File: src/hw/rtl/pfhd_pkg.sv
// ----------------------------------------------------------------------------
// Packet field hash demux package
// Shared widths, register indexes and the controller/datapath interface types.
// ----------------------------------------------------------------------------
`default_nettype none

package pfhd_pkg;

  localparam int unsigned BYTE_W   = 8;
  localparam int unsigned OFFS_W   = 16;
  localparam int unsigned CNT_W    = 16;
  localparam int unsigned PORTS_W  = 7;
  localparam int unsigned POS_W    = 17;
  localparam int unsigned SUM_W    = 24;
  localparam int unsigned PORT_W   = 6;
  localparam int unsigned CFG_IDX_W = 2;
  localparam int unsigned CFG_DATA_W = 16;
  localparam int unsigned STEP_W   = 5;

  localparam logic [POS_W-1:0]   POS_MAX   = '1;
  localparam logic [STEP_W-1:0]  DIV_LAST  = STEP_W'(SUM_W - 1);
  localparam logic [PORTS_W-1:0] PORTS_MAX = PORTS_W'(64);

  typedef enum logic [CFG_IDX_W-1:0] {
    REG_WINDOW_OFFSET = 2'd0,
    REG_WINDOW_BYTES  = 2'd1,
    REG_PORT_COUNT    = 2'd2,
    REG_UNUSED        = 2'd3
  } cfg_reg_t;

  typedef struct packed {
    logic accept;
    logic clear_rem;
    logic div_step;
    logic load_out;
  } ctrl_cmd_t;

  typedef struct packed {
    logic fast;
  } dp_status_t;

endpackage

`default_nettype wire

File: src/hw/rtl/pfhd_datapath.sv
// ----------------------------------------------------------------------------
// Packet field hash demux datapath
// Configuration registers, window accumulator, bit-serial modulo and result.
// ----------------------------------------------------------------------------
`default_nettype none

module pfhd_datapath (
  input  wire logic                                clk,
  input  wire logic                                rst_n,
  input  wire logic                                cfg_we,
  input  wire logic [pfhd_pkg::CFG_IDX_W-1:0]      cfg_index,
  input  wire logic [pfhd_pkg::CFG_DATA_W-1:0]     cfg_data,
  input  wire logic [pfhd_pkg::BYTE_W-1:0]         data_byte,
  input  wire logic                                end_of_packet,
  input  wire pfhd_pkg::ctrl_cmd_t                 cmd,
  output pfhd_pkg::dp_status_t                     status,
  output logic [pfhd_pkg::PORT_W-1:0]              port_number,
  output logic                                     too_short
);

  logic [pfhd_pkg::OFFS_W-1:0]  offset_r;
  logic [pfhd_pkg::CNT_W-1:0]   bytes_r;
  logic [pfhd_pkg::PORTS_W-1:0] ports_r;
  logic [pfhd_pkg::POS_W-1:0]   pos_r;
  logic [pfhd_pkg::SUM_W-1:0]   sum_r;
  logic [pfhd_pkg::SUM_W-1:0]   div_r;
  logic [pfhd_pkg::PORT_W-1:0]  rem_r;
  logic                         short_r;
  logic [pfhd_pkg::PORT_W-1:0]  port_r;
  logic                         too_short_r;

  logic [pfhd_pkg::POS_W-1:0]   win_end;
  logic                         in_win;
  logic [pfhd_pkg::SUM_W-1:0]   sum_nxt;
  logic [pfhd_pkg::POS_W-1:0]   pos_nxt;
  logic [pfhd_pkg::PORTS_W-1:0] eff_n;
  logic                         pow2;
  logic [pfhd_pkg::PORTS_W-1:0] trial;
  logic [pfhd_pkg::PORT_W-1:0]  rem_nxt;
  logic [2:0]                   hash;
  logic [pfhd_pkg::PORT_W-1:0]  result;

  assign win_end = {1'b0, offset_r} + {1'b0, bytes_r};
  assign in_win  = (pos_r >= {1'b0, offset_r}) && (pos_r < win_end);
  assign sum_nxt = sum_r + (in_win ? pfhd_pkg::SUM_W'(data_byte) : '0);
  assign pos_nxt = (pos_r == pfhd_pkg::POS_MAX) ? pos_r : pos_r + 1'b1;

  always_comb begin
    if (ports_r == '0) begin
      eff_n = pfhd_pkg::PORTS_W'(1);
    end else if (ports_r > pfhd_pkg::PORTS_MAX) begin
      eff_n = pfhd_pkg::PORTS_MAX;
    end else begin
      eff_n = ports_r;
    end
  end

  assign pow2 = (eff_n == pfhd_pkg::PORTS_W'(2)) || (eff_n == pfhd_pkg::PORTS_W'(4)) ||
                (eff_n == pfhd_pkg::PORTS_W'(8));

  assign trial   = {rem_r, div_r[pfhd_pkg::SUM_W-1]};
  assign rem_nxt = (trial >= eff_n) ? pfhd_pkg::PORT_W'(trial - eff_n)
                                    : pfhd_pkg::PORT_W'(trial);

  assign hash = (div_r[2:0] ^ div_r[6:4]) & (eff_n[2:0] - 3'd1);

  always_comb begin
    if (short_r) begin
      result = '0;
    end else if (pow2) begin
      result = pfhd_pkg::PORT_W'(hash);
    end else begin
      result = rem_r;
    end
  end

  assign status.fast = short_r || pow2;

  always_ff @(posedge clk) begin
    if (!rst_n) begin
      offset_r <= '0;
      bytes_r  <= pfhd_pkg::CNT_W'(1);
      ports_r  <= pfhd_pkg::PORTS_W'(1);
    end else if (cfg_we) begin
      case (cfg_index)
        pfhd_pkg::REG_WINDOW_OFFSET: offset_r <= cfg_data;
        pfhd_pkg::REG_WINDOW_BYTES:  bytes_r  <= cfg_data;
        pfhd_pkg::REG_PORT_COUNT:    ports_r  <= cfg_data[pfhd_pkg::PORTS_W-1:0];
        default: begin
        end
      endcase
    end
  end

  always_ff @(posedge clk) begin
    if (!rst_n) begin
      pos_r <= '0;
      sum_r <= '0;
    end else if (cmd.accept) begin
      if (end_of_packet) begin
        pos_r <= '0;
        sum_r <= '0;
      end else begin
        pos_r <= pos_nxt;
        sum_r <= sum_nxt;
      end
    end
  end

  always_ff @(posedge clk) begin
    if (cmd.accept && end_of_packet) begin
      div_r   <= sum_nxt;
      short_r <= pos_nxt < win_end;
    end else if (cmd.div_step) begin
      div_r <= {div_r[pfhd_pkg::SUM_W-2:0], 1'b0};
    end
    if (cmd.clear_rem) begin
      rem_r <= '0;
    end else if (cmd.div_step) begin
      rem_r <= rem_nxt;
    end
    if (cmd.load_out) begin
      port_r      <= result;
      too_short_r <= short_r;
    end
  end

  assign port_number = port_r;
  assign too_short   = too_short_r;

endmodule

`default_nettype wire

File: src/hw/rtl/pfhd_ctrl.sv
// ----------------------------------------------------------------------------
// Packet field hash demux controller
// Sequences byte intake, the modulo steps and the output word handshake.
// ----------------------------------------------------------------------------
`default_nettype none

module pfhd_ctrl (
  input  wire logic                 clk,
  input  wire logic                 rst_n,
  input  wire logic                 in_valid,
  input  wire logic                 in_last,
  output logic                      in_ready,
  output logic                      out_valid,
  input  wire logic                 out_ready,
  input  wire pfhd_pkg::dp_status_t status,
  output pfhd_pkg::ctrl_cmd_t       cmd
);

  typedef enum logic [3:0] {
    ST_ACCUM  = 4'b0001,
    ST_FINISH = 4'b0010,
    ST_DIVIDE = 4'b0100,
    ST_EMIT   = 4'b1000
  } state_t;

  state_t                       state_r, state_nxt;
  logic [pfhd_pkg::STEP_W-1:0]  step_r, step_nxt;
  logic                         out_valid_r, out_valid_nxt;
  logic                         slot_free;

  assign slot_free = !out_valid_r || out_ready;
  assign in_ready  = (state_r == ST_ACCUM);
  assign out_valid = out_valid_r;

  always_comb begin
    state_nxt     = state_r;
    step_nxt      = step_r;
    cmd           = '0;
    out_valid_nxt = out_valid_r && !out_ready;
    case (state_r)
      ST_ACCUM: begin
        cmd.accept = in_valid;
        if (in_valid && in_last) begin
          state_nxt = ST_FINISH;
        end
      end
      ST_FINISH: begin
        cmd.clear_rem = 1'b1;
        step_nxt      = '0;
        state_nxt     = status.fast ? ST_EMIT : ST_DIVIDE;
      end
      ST_DIVIDE: begin
        cmd.div_step = 1'b1;
        step_nxt     = step_r + 1'b1;
        if (step_r == pfhd_pkg::DIV_LAST) begin
          state_nxt = ST_EMIT;
        end
      end
      ST_EMIT: begin
        if (slot_free) begin
          cmd.load_out  = 1'b1;
          out_valid_nxt = 1'b1;
          state_nxt     = ST_ACCUM;
        end
      end
      default: begin
        state_nxt = ST_ACCUM;
      end
    endcase
  end

  always_ff @(posedge clk) begin
    if (!rst_n) begin
      state_r     <= ST_ACCUM;
      step_r      <= '0;
      out_valid_r <= 1'b0;
    end else begin
      state_r     <= state_nxt;
      step_r      <= step_nxt;
      out_valid_r <= out_valid_nxt;
    end
  end

  a_step_range: assert property (@(posedge clk) disable iff (!rst_n)
    (state_r == ST_DIVIDE) |-> (step_r <= pfhd_pkg::DIV_LAST))
    else $error("modulo step counter out of range");

  a_out_from_emit: assert property (@(posedge clk) disable iff (!rst_n)
    $rose(out_valid_r) |-> $past(state_r == ST_EMIT))
    else $error("output word raised outside the emit state");

  a_finish_after_last: assert property (@(posedge clk) disable iff (!rst_n)
    (state_r == ST_ACCUM && in_valid && in_last) |=> (state_r == ST_FINISH))
    else $error("last byte did not start result computation");

endmodule

`default_nettype wire

File: src/hw/rtl/packet_field_hash_demux.sv
// ----------------------------------------------------------------------------
// Packet field hash demux
// Sums a configured byte window of each packet and picks an output port.
// ----------------------------------------------------------------------------
// Bytes are taken one per cycle; the last byte stalls input until its result
// is registered. Short packets and port counts 2, 4 or 8 skip the modulo; all
// others run it one bit per cycle over the 24-bit sum.
// The output word is registered and the next packet is taken while it waits.
// Reset is synchronous, active low, and restores the default configuration.
`default_nettype none

module packet_field_hash_demux (
  input  wire logic                              clk,
  input  wire logic                              rst_n,
  input  wire logic                              in_tvalid,
  output logic                                   in_tready,
  input  wire logic [7:0]                        in_tdata,  // data_byte
  input  wire logic                              in_tlast,
  output logic                                   out_tvalid,
  input  wire logic                              out_tready,
  output logic [7:0]                             out_tdata, // port_number, zero pad
  output logic                                   out_tuser, // too_short
  input  wire logic                              cfg_valid,
  output logic                                   cfg_ready,
  input  wire logic [pfhd_pkg::CFG_IDX_W-1:0]    cfg_index,
  input  wire logic [pfhd_pkg::CFG_DATA_W-1:0]   cfg_data
);

  pfhd_pkg::ctrl_cmd_t          cmd;
  pfhd_pkg::dp_status_t         status;
  logic [pfhd_pkg::PORT_W-1:0]  port_number;

  assign cfg_ready = 1'b1;
  assign out_tdata = 8'(port_number);

  pfhd_ctrl u_ctrl (
    .clk       (clk),
    .rst_n     (rst_n),
    .in_valid  (in_tvalid),
    .in_last   (in_tlast),
    .in_ready  (in_tready),
    .out_valid (out_tvalid),
    .out_ready (out_tready),
    .status    (status),
    .cmd       (cmd)
  );

  pfhd_datapath u_datapath (
    .clk           (clk),
    .rst_n         (rst_n),
    .cfg_we        (cfg_valid),
    .cfg_index     (cfg_index),
    .cfg_data      (cfg_data),
    .data_byte     (in_tdata),
    .end_of_packet (in_tlast),
    .cmd           (cmd),
    .status        (status),
    .port_number   (port_number),
    .too_short     (out_tuser)
  );

endmodule

`default_nettype wire
File: config.mk
export PLATFORM = sky130hd
export DESIGN_NAME = packet_field_hash_demux
export DESIGN_NICKNAME = d
export VERILOG_FILES = /design/src/hw/rtl/pfhd_pkg.sv /design/src/hw/rtl/pfhd_datapath.sv /design/src/hw/rtl/pfhd_ctrl.sv /design/src/hw/rtl/packet_field_hash_demux.sv
export SDC_FILE = /design/constraint.sdc
export NUM_CORES = 1
export LEC_CHECK = 0
export BUFFER_PORTS_ARGS = -buffer_cell sky130_fd_sc_hd__buf_4
export CORE_AREA = 2 2 122 124
export CTS_CLUSTER_DIAMETER = 100
export CTS_CLUSTER_SIZE = 8
export DETAILED_ROUTE_END_ITERATION = 16
export DIE_AREA = 0 0 124 126
export PLACE_DENSITY = 0.85
export SYNTH_ARGS = -nofsm -noshare
export SYNTH_HDL_FRONTEND = slang
export SYNTH_HIERARCHICAL = 1
export SYNTH_SLANG_ARGS = --single-unit
File: constraint.sdc
create_clock -name clk -period 17.8 [get_ports clk]
set_input_delay 3.56 -clock clk [delete_from_list [all_inputs] [get_ports clk]]
set_output_delay 3.56 -clock clk [all_outputs]
set_load 0.005 [all_outputs]
Word-level counts from Yosys, hierarchy flattened
Cells that the tools add are included.

$lt $le $gt $ge: 5. Reductions and logical operators: 19. Bitwise operators: 2. Mux-type cells: 23. Add/sub/neg operators: 6. Equal/unequal tests: 14.

Operator list (count): $mux 24 (3); $lt 17x17->1 (2); $mux 17 (2); $add 24x24->24 (1); $add 16x16->17 (1); $add 17x1->17 const B (1); $eq 17x17->1 const B (1); $ge 17x16->1 (1); $mux 4 (4); $pmux 4 s4 (1); $mux 7 (2); $pmux 5 s2 (1); $mux 8 (1); $eq 7x2->1 const B (1); $eq 7x3->1 const B (1); $eq 7x4->1 const B (1); $ge 7x7->1 (1); $gt 7x7->1 const B (1); $logic_not 7->1 (1); $mux 1 (7); $mux 6 (1); $ne 2x1->1 const B (3); $reduce_and 2->1 (3); $sub 6x6->6 (1); 19 further kinds (27).

Register bits after elaboration: 128. Logic and storage cells: 83. Bits of input ports: 32. Output and inout port bits: 12.

Longest topological paths before layout
Depth after elaboration: 9. Gate-level depth with buffers: 29. Mapped depth without buffers: 28.

Cells and area by module
Netlist, hierarchy kept.

By module, submodules not included: pfhd_datapath (area an instance 7885.1 sq um, instances 1, sequential area each 2682.6 sq um, cells each 908); pfhd_ctrl (area an instance 525.5 sq um, instances 1, sequential area each 200.2 sq um, cells each 61); packet_field_hash_demux (area an instance 30.0 sq um, instances 1, sequential area each 0.0 sq um, cells each 5).

Worst setup path before layout
No wires, ideal clock.

Path kind: input-to-reg. From: input port in_tdata[0]. To: register u_datapath/div_r[14] in the netlist's numbering, data pin. Library setup time: 267 ps. Slack: 11796 ps. Stages: 12. Arrival time: 5737 ps. Cell sequence: and2_1 -> ha_1 -> fa_1 -> a21o_1 -> a21oi_1 -> o21bai_1 -> a2111oi_2 -> nor3_1 -> buf_2 -> nand2_1 -> xor2_1 -> o21ai_0.

Longest elaborated chain between the ends: 3.

RTL lines: from (decl) (line packet_field_hash_demux.sv:17) `input wire logic [7:0] in_tdata,`; $mux 8 (line pfhd_datapath.sv:45) `assign sum_nxt = sum_r + (in_win ? pfhd_pkg::SUM_W'(data_byte) : '0);`; $add 24x24->24 (line pfhd_datapath.sv:45); $mux 24 (line pfhd_datapath.sv:111) `if (cmd.accept && end_of_packet) begin`; to (signal assigned) (line pfhd_datapath.sv:112) `div_r <= sum_nxt;`; to (signal assigned) (line pfhd_datapath.sv:115) `div_r <= {div_r[pfhd_pkg::SUM_W-2:0], 1'b0};`; to (decl) (line pfhd_datapath.sv:26) `logic [pfhd_pkg::SUM_W-1:0] div_r;`.

No other way between the ends. A chain may end at the register's enable or synchronous reset.

Worst setup path in the final report
From: register u_datapath/offset_r[0] in the netlist's numbering. To: register u_datapath/div_r[20] in the netlist's numbering, data pin.

Longest elaborated chain between the ends: 6. Elaborated cells on any way between the ends: 7. Those cells by class: add/sub: 2; order compare: 2; mux: 2; reduce/logical: 1.

RTL lines: from (decl) (line pfhd_datapath.sv:21) `logic [pfhd_pkg::OFFS_W-1:0] offset_r;`; from (signal assigned) (line pfhd_datapath.sv:86) `pfhd_pkg::REG_WINDOW_OFFSET: offset_r <= cfg_data;`; $add 16x16->17 (line pfhd_datapath.sv:43) `assign win_end = {1'b0, offset_r} + {1'b0, bytes_r};`; $lt 17x17->1 (line pfhd_datapath.sv:44) `assign in_win = (pos_r >= {1'b0, offset_r}) && (pos_r < win_end);`; $logic_and 1x1->1 (*) (line pfhd_datapath.sv:44); $mux 8 (*) (line pfhd_datapath.sv:45); $add 24x24->24 (*) (line pfhd_datapath.sv:45); $mux 24 (*) (line pfhd_datapath.sv:111).

Every way passes the cells marked *; elsewhere a longest branch is shown, timed or not.

==> impl_metrics.yaml <==
finish:
  antenna_cells_inserted: 0
  final-instance-count-excl-fill: 1193
  finish.utilization_pct: 65.5
  synthToLayoutAreaGrowth_pct: 11.1
  post_route_cells_drive_above_1_share_pct: 10.3
  nNetsFinal: 1110
sta:
  rsz0062_at_grt: "no"
  final.setup.tns_ns: 0
  setup_skew_ns: 0.0137
  final.period_utilization_pct: 36.7
  final-max-slew-violation-count: 0
  final_number_of_setup_violating_endpoints: 0
  slew-limit-headroom_pct: 20.9
  worst_hold_slack_ns: 0.476
  timing_hold_violations_final: 0
  max_freq_mhz: 153
  worst-slew-pin-transition_ns: 1.19
  timing.final.crit_period_ns: 6.54
cts:
  clock-root-buffer: "sky130_fd_sc_hd__clkbuf_16"
  tritoncts_clock_tree: "done"
  postCtsSetupRepairBufs: 0
  clock_insertion_delay_worst_skew_ns: 0.43
  hold_buffers: 0
  cts.repair.resized: 0
  worst_setup_hold_path_clk_slew_ns: 0.06
  clkSinkCount: 128
  clock_tree.htree_level_count: 4
  cts.path.max_buffers: 2
  cts_made_buffers: 17
drt:
  postRouteWirelength_um: 18500
  drt_drc_violations_left: 0
  post_drt_via_cell_ratio: 5.92
  dr.pass1.iters: 5
  vias: 7059
  initialDrtViolationCount: 585
  detail-route-antenna-nets: 0
  routedWlPerCell_um: 15.5
yosys:
  synthDominantCellAreaShare_pct: 22.8
  synth.area.top_cells: "sky130_fd_sc_hd__dfxtp_1 (23%), sky130_fd_sc_hd__ha_1 (12%), sky130_fd_sc_hd__edfxtp_1 (11%)"
  dominantRegCellSynth: "sky130_fd_sc_hd__dfxtp_1"
  syn-cell-area_um2: 8440
  yosys_register_bits: 128
  postSynth.asyncResetShare_pct: 0
  yosys.cell_count.top_type: "sky130_fd_sc_hd__nand2_1"
  ys_types: 79
  avgSynthCellArea_um2: 8.67
  synth-warning-count: 6
  edff_count_synth: 32
  synth_top_area_cell: "sky130_fd_sc_hd__dfxtp_1"
  synth.top_cells.by_count: "sky130_fd_sc_hd__nand2_1 (124), sky130_fd_sc_hd__dfxtp_1 (96), sky130_fd_sc_hd__ha_1 (79)"
  share_of_the_yosys_chip_area_belonging_to_registers_pct: 34.2
  post_synth_inst_count: 974
global_route:
  global_route_total_usage_across_every_layer_pct: 24.6
  via_count_of_the_first_global_routing_pass: 6755
  globalRoute.totalOverflow: 0
  grt_pass1_wl_um: 31000
  antenna_violations_before_repair: 0
  pin_count_of_the_biggest_net_entering_global_routing: 98
floorplan:
  fp-row-count: 44
  io-pin-count: 44
  start_util_pct: 59.0
  dieWidth_um: 124
  die_area_um2: 15600
  die-height_um: 126
  floorplan.core_area_um2: 14300
power:
  power_density_nw_per_um2: 86.7
  irDropWorstVdd_mv: 0.0633
  report.power.total_uw: 813
  leakage_nw: 3.84
setup_path:
  kind_of_start_point_of_the_critical_path: "flip-flop"
  worst-setup-path-type: "reg2reg"
  critical-path-top-cell-by-count: "sky130_fd_sc_hd__o21ai_0"
  rrSetupSlack_ns: 11.26
  worst-path-buf-inv: 1
  cp.required_ns: 17.95
  largest_stage_delay_worst_path_ns: 0.47
  worst-path-max-fanout: 12
  path_delay_family: "compound AO/OA/AOI/OAI gates"
  cp_slowest_cell: "sky130_fd_sc_hd__a2111oi_2"
  cp.arrival_ns: 6.69
  worst_setup_path_end_kind: "flip-flop"
run_status:
  result_of_the_run: "finished clean"
placement:
  portBuffers: 40
  placed_cells_incl_taps: 1161
  place_hpwl_um: 12700
  routabilityCongestion: 0.861
run:
  cap_viol_max_count: 0
min_path:
  min_path_type: "reg2reg"
-- state kept, by name, indices dropped and copies added, names as in the netlist --
signal,count
u_datapath/div_r,24
u_ctrl/out_valid,1
u_datapath/port_number,6
u_datapath/short_r,1
u_ctrl/state_r,4
u_datapath/bytes_r,16
u_datapath/offset_r,16
u_datapath/sum_r,24
u_datapath/too_short,1
u_datapath/ports_r,7
u_ctrl/step_r,5
u_datapath/pos_r,17
u_datapath/rem_r,6
-- cells in the final DEF, fill, tap and decap left out, types with 7 or more instances in the layout --
master                        n
sky130_fd_sc_hd__nand2_1    124
sky130_fd_sc_hd__dfxtp_1     96
sky130_fd_sc_hd__ha_1        79
sky130_fd_sc_hd__o21ai_0     65
sky130_fd_sc_hd__nor2_1      54
sky130_fd_sc_hd__a21oi_1     52
sky130_fd_sc_hd__buf_4       43
sky130_fd_sc_hd__inv_1       41
sky130_fd_sc_hd__a21boi_0    40
sky130_fd_sc_hd__nor2b_1     39
sky130_fd_sc_hd__xnor2_1     36
sky130_fd_sc_hd__edfxtp_1    32
sky130_fd_sc_hd__nand3_1     22
sky130_fd_sc_hd__xor2_1      19
sky130_fd_sc_hd__a21o_1      18
sky130_fd_sc_hd__clkbuf_16   17
sky130_fd_sc_hd__and2_1      17
sky130_fd_sc_hd__a22oi_1     16
sky130_fd_sc_hd__and3_1      14
sky130_fd_sc_hd__mux2i_1     14
sky130_fd_sc_hd__nor3_1      12
sky130_fd_sc_hd__a211oi_1    10
sky130_fd_sc_hd__nor3b_1      9
sky130_fd_sc_hd__or3_1        8
sky130_fd_sc_hd__clkinv_2     7
sky130_fd_sc_hd__nand2b_1     7
sky130_fd_sc_hd__o21a_1       7
sky130_fd_sc_hd__a32o_1       7
-- metrics by stage --
step | cell area, µm² | setup slack (ns)
5_1_grt | 9380 | 10.68
3_5_place_dp | 8830 | 11.40
3_3_place_gp | 8830 | 11.50
6_report | 9380 | 11.26
4_1_cts | 9380 | 11.29
2_1_floorplan | 8440 | 11.80
-- worst paths after layout --
kind,start,end,depth (start not counted)
min,u_datapath/bytes_r[0],u_datapath/bytes_r[0],2
min reg2reg,u_datapath/bytes_r[0],u_datapath/bytes_r[0],2
max,u_datapath/offset_r[0],u_datapath/div_r[20],28
max reg2reg,u_datapath/offset_r[0],u_datapath/div_r[20],28
-- layout make-up --
class | instances | area, µm²
repair buffers | 43 | 323
fillers | 1111 | 4930
multi-input cells | 764 | 5240
clock inverters | 11 | 91.3
well taps | 184 | 230
flip-flops and latches | 128 | 2880
inverters | 42 | 158
clock buffers | 21 | 460
-- kinds of logic after synthesis --
group	Yosys count	synth area share [%]
AND/OR/NAND/NOR	345	20.9
other	2	0.0890
buffers and inverters	83	3.93
adder cells (fa/ha/maj)	84	12.7
multiplexers	19	2.33
flip-flops	128	34.2
XOR/XNOR	55	5.71
AO/OA/AOI/OAI	258	20.2
-- power breakdown --
part           internal [mW]  leakage [nW]  switching (mW)
combinational         0.0663          2.49          0.0948
clock                  0.198         0.280           0.128
sequential             0.316          1.08          0.0106
total                  0.580          3.84           0.233
-- tightest hold or removal path: cells and delay by family (launching register included) --
kind | cells | cell delay (ns)
flops | 1 | 0.33
simple gates | 2 | 0.12
-- per-layer routing --
layer | vias to the layer above | track usage, % | share of wire, %
li1 | 3509 | - | -
met1 | 3360 | 30.5 | 45
met2 | 163 | 42.2 | 50
met3 | 27 | 5.48 | 4.0
met4 | 0 | 7.87 | 1.4
met5 | - | 0 | 0
No activity file was read; power rests on OpenSTA's default activity.
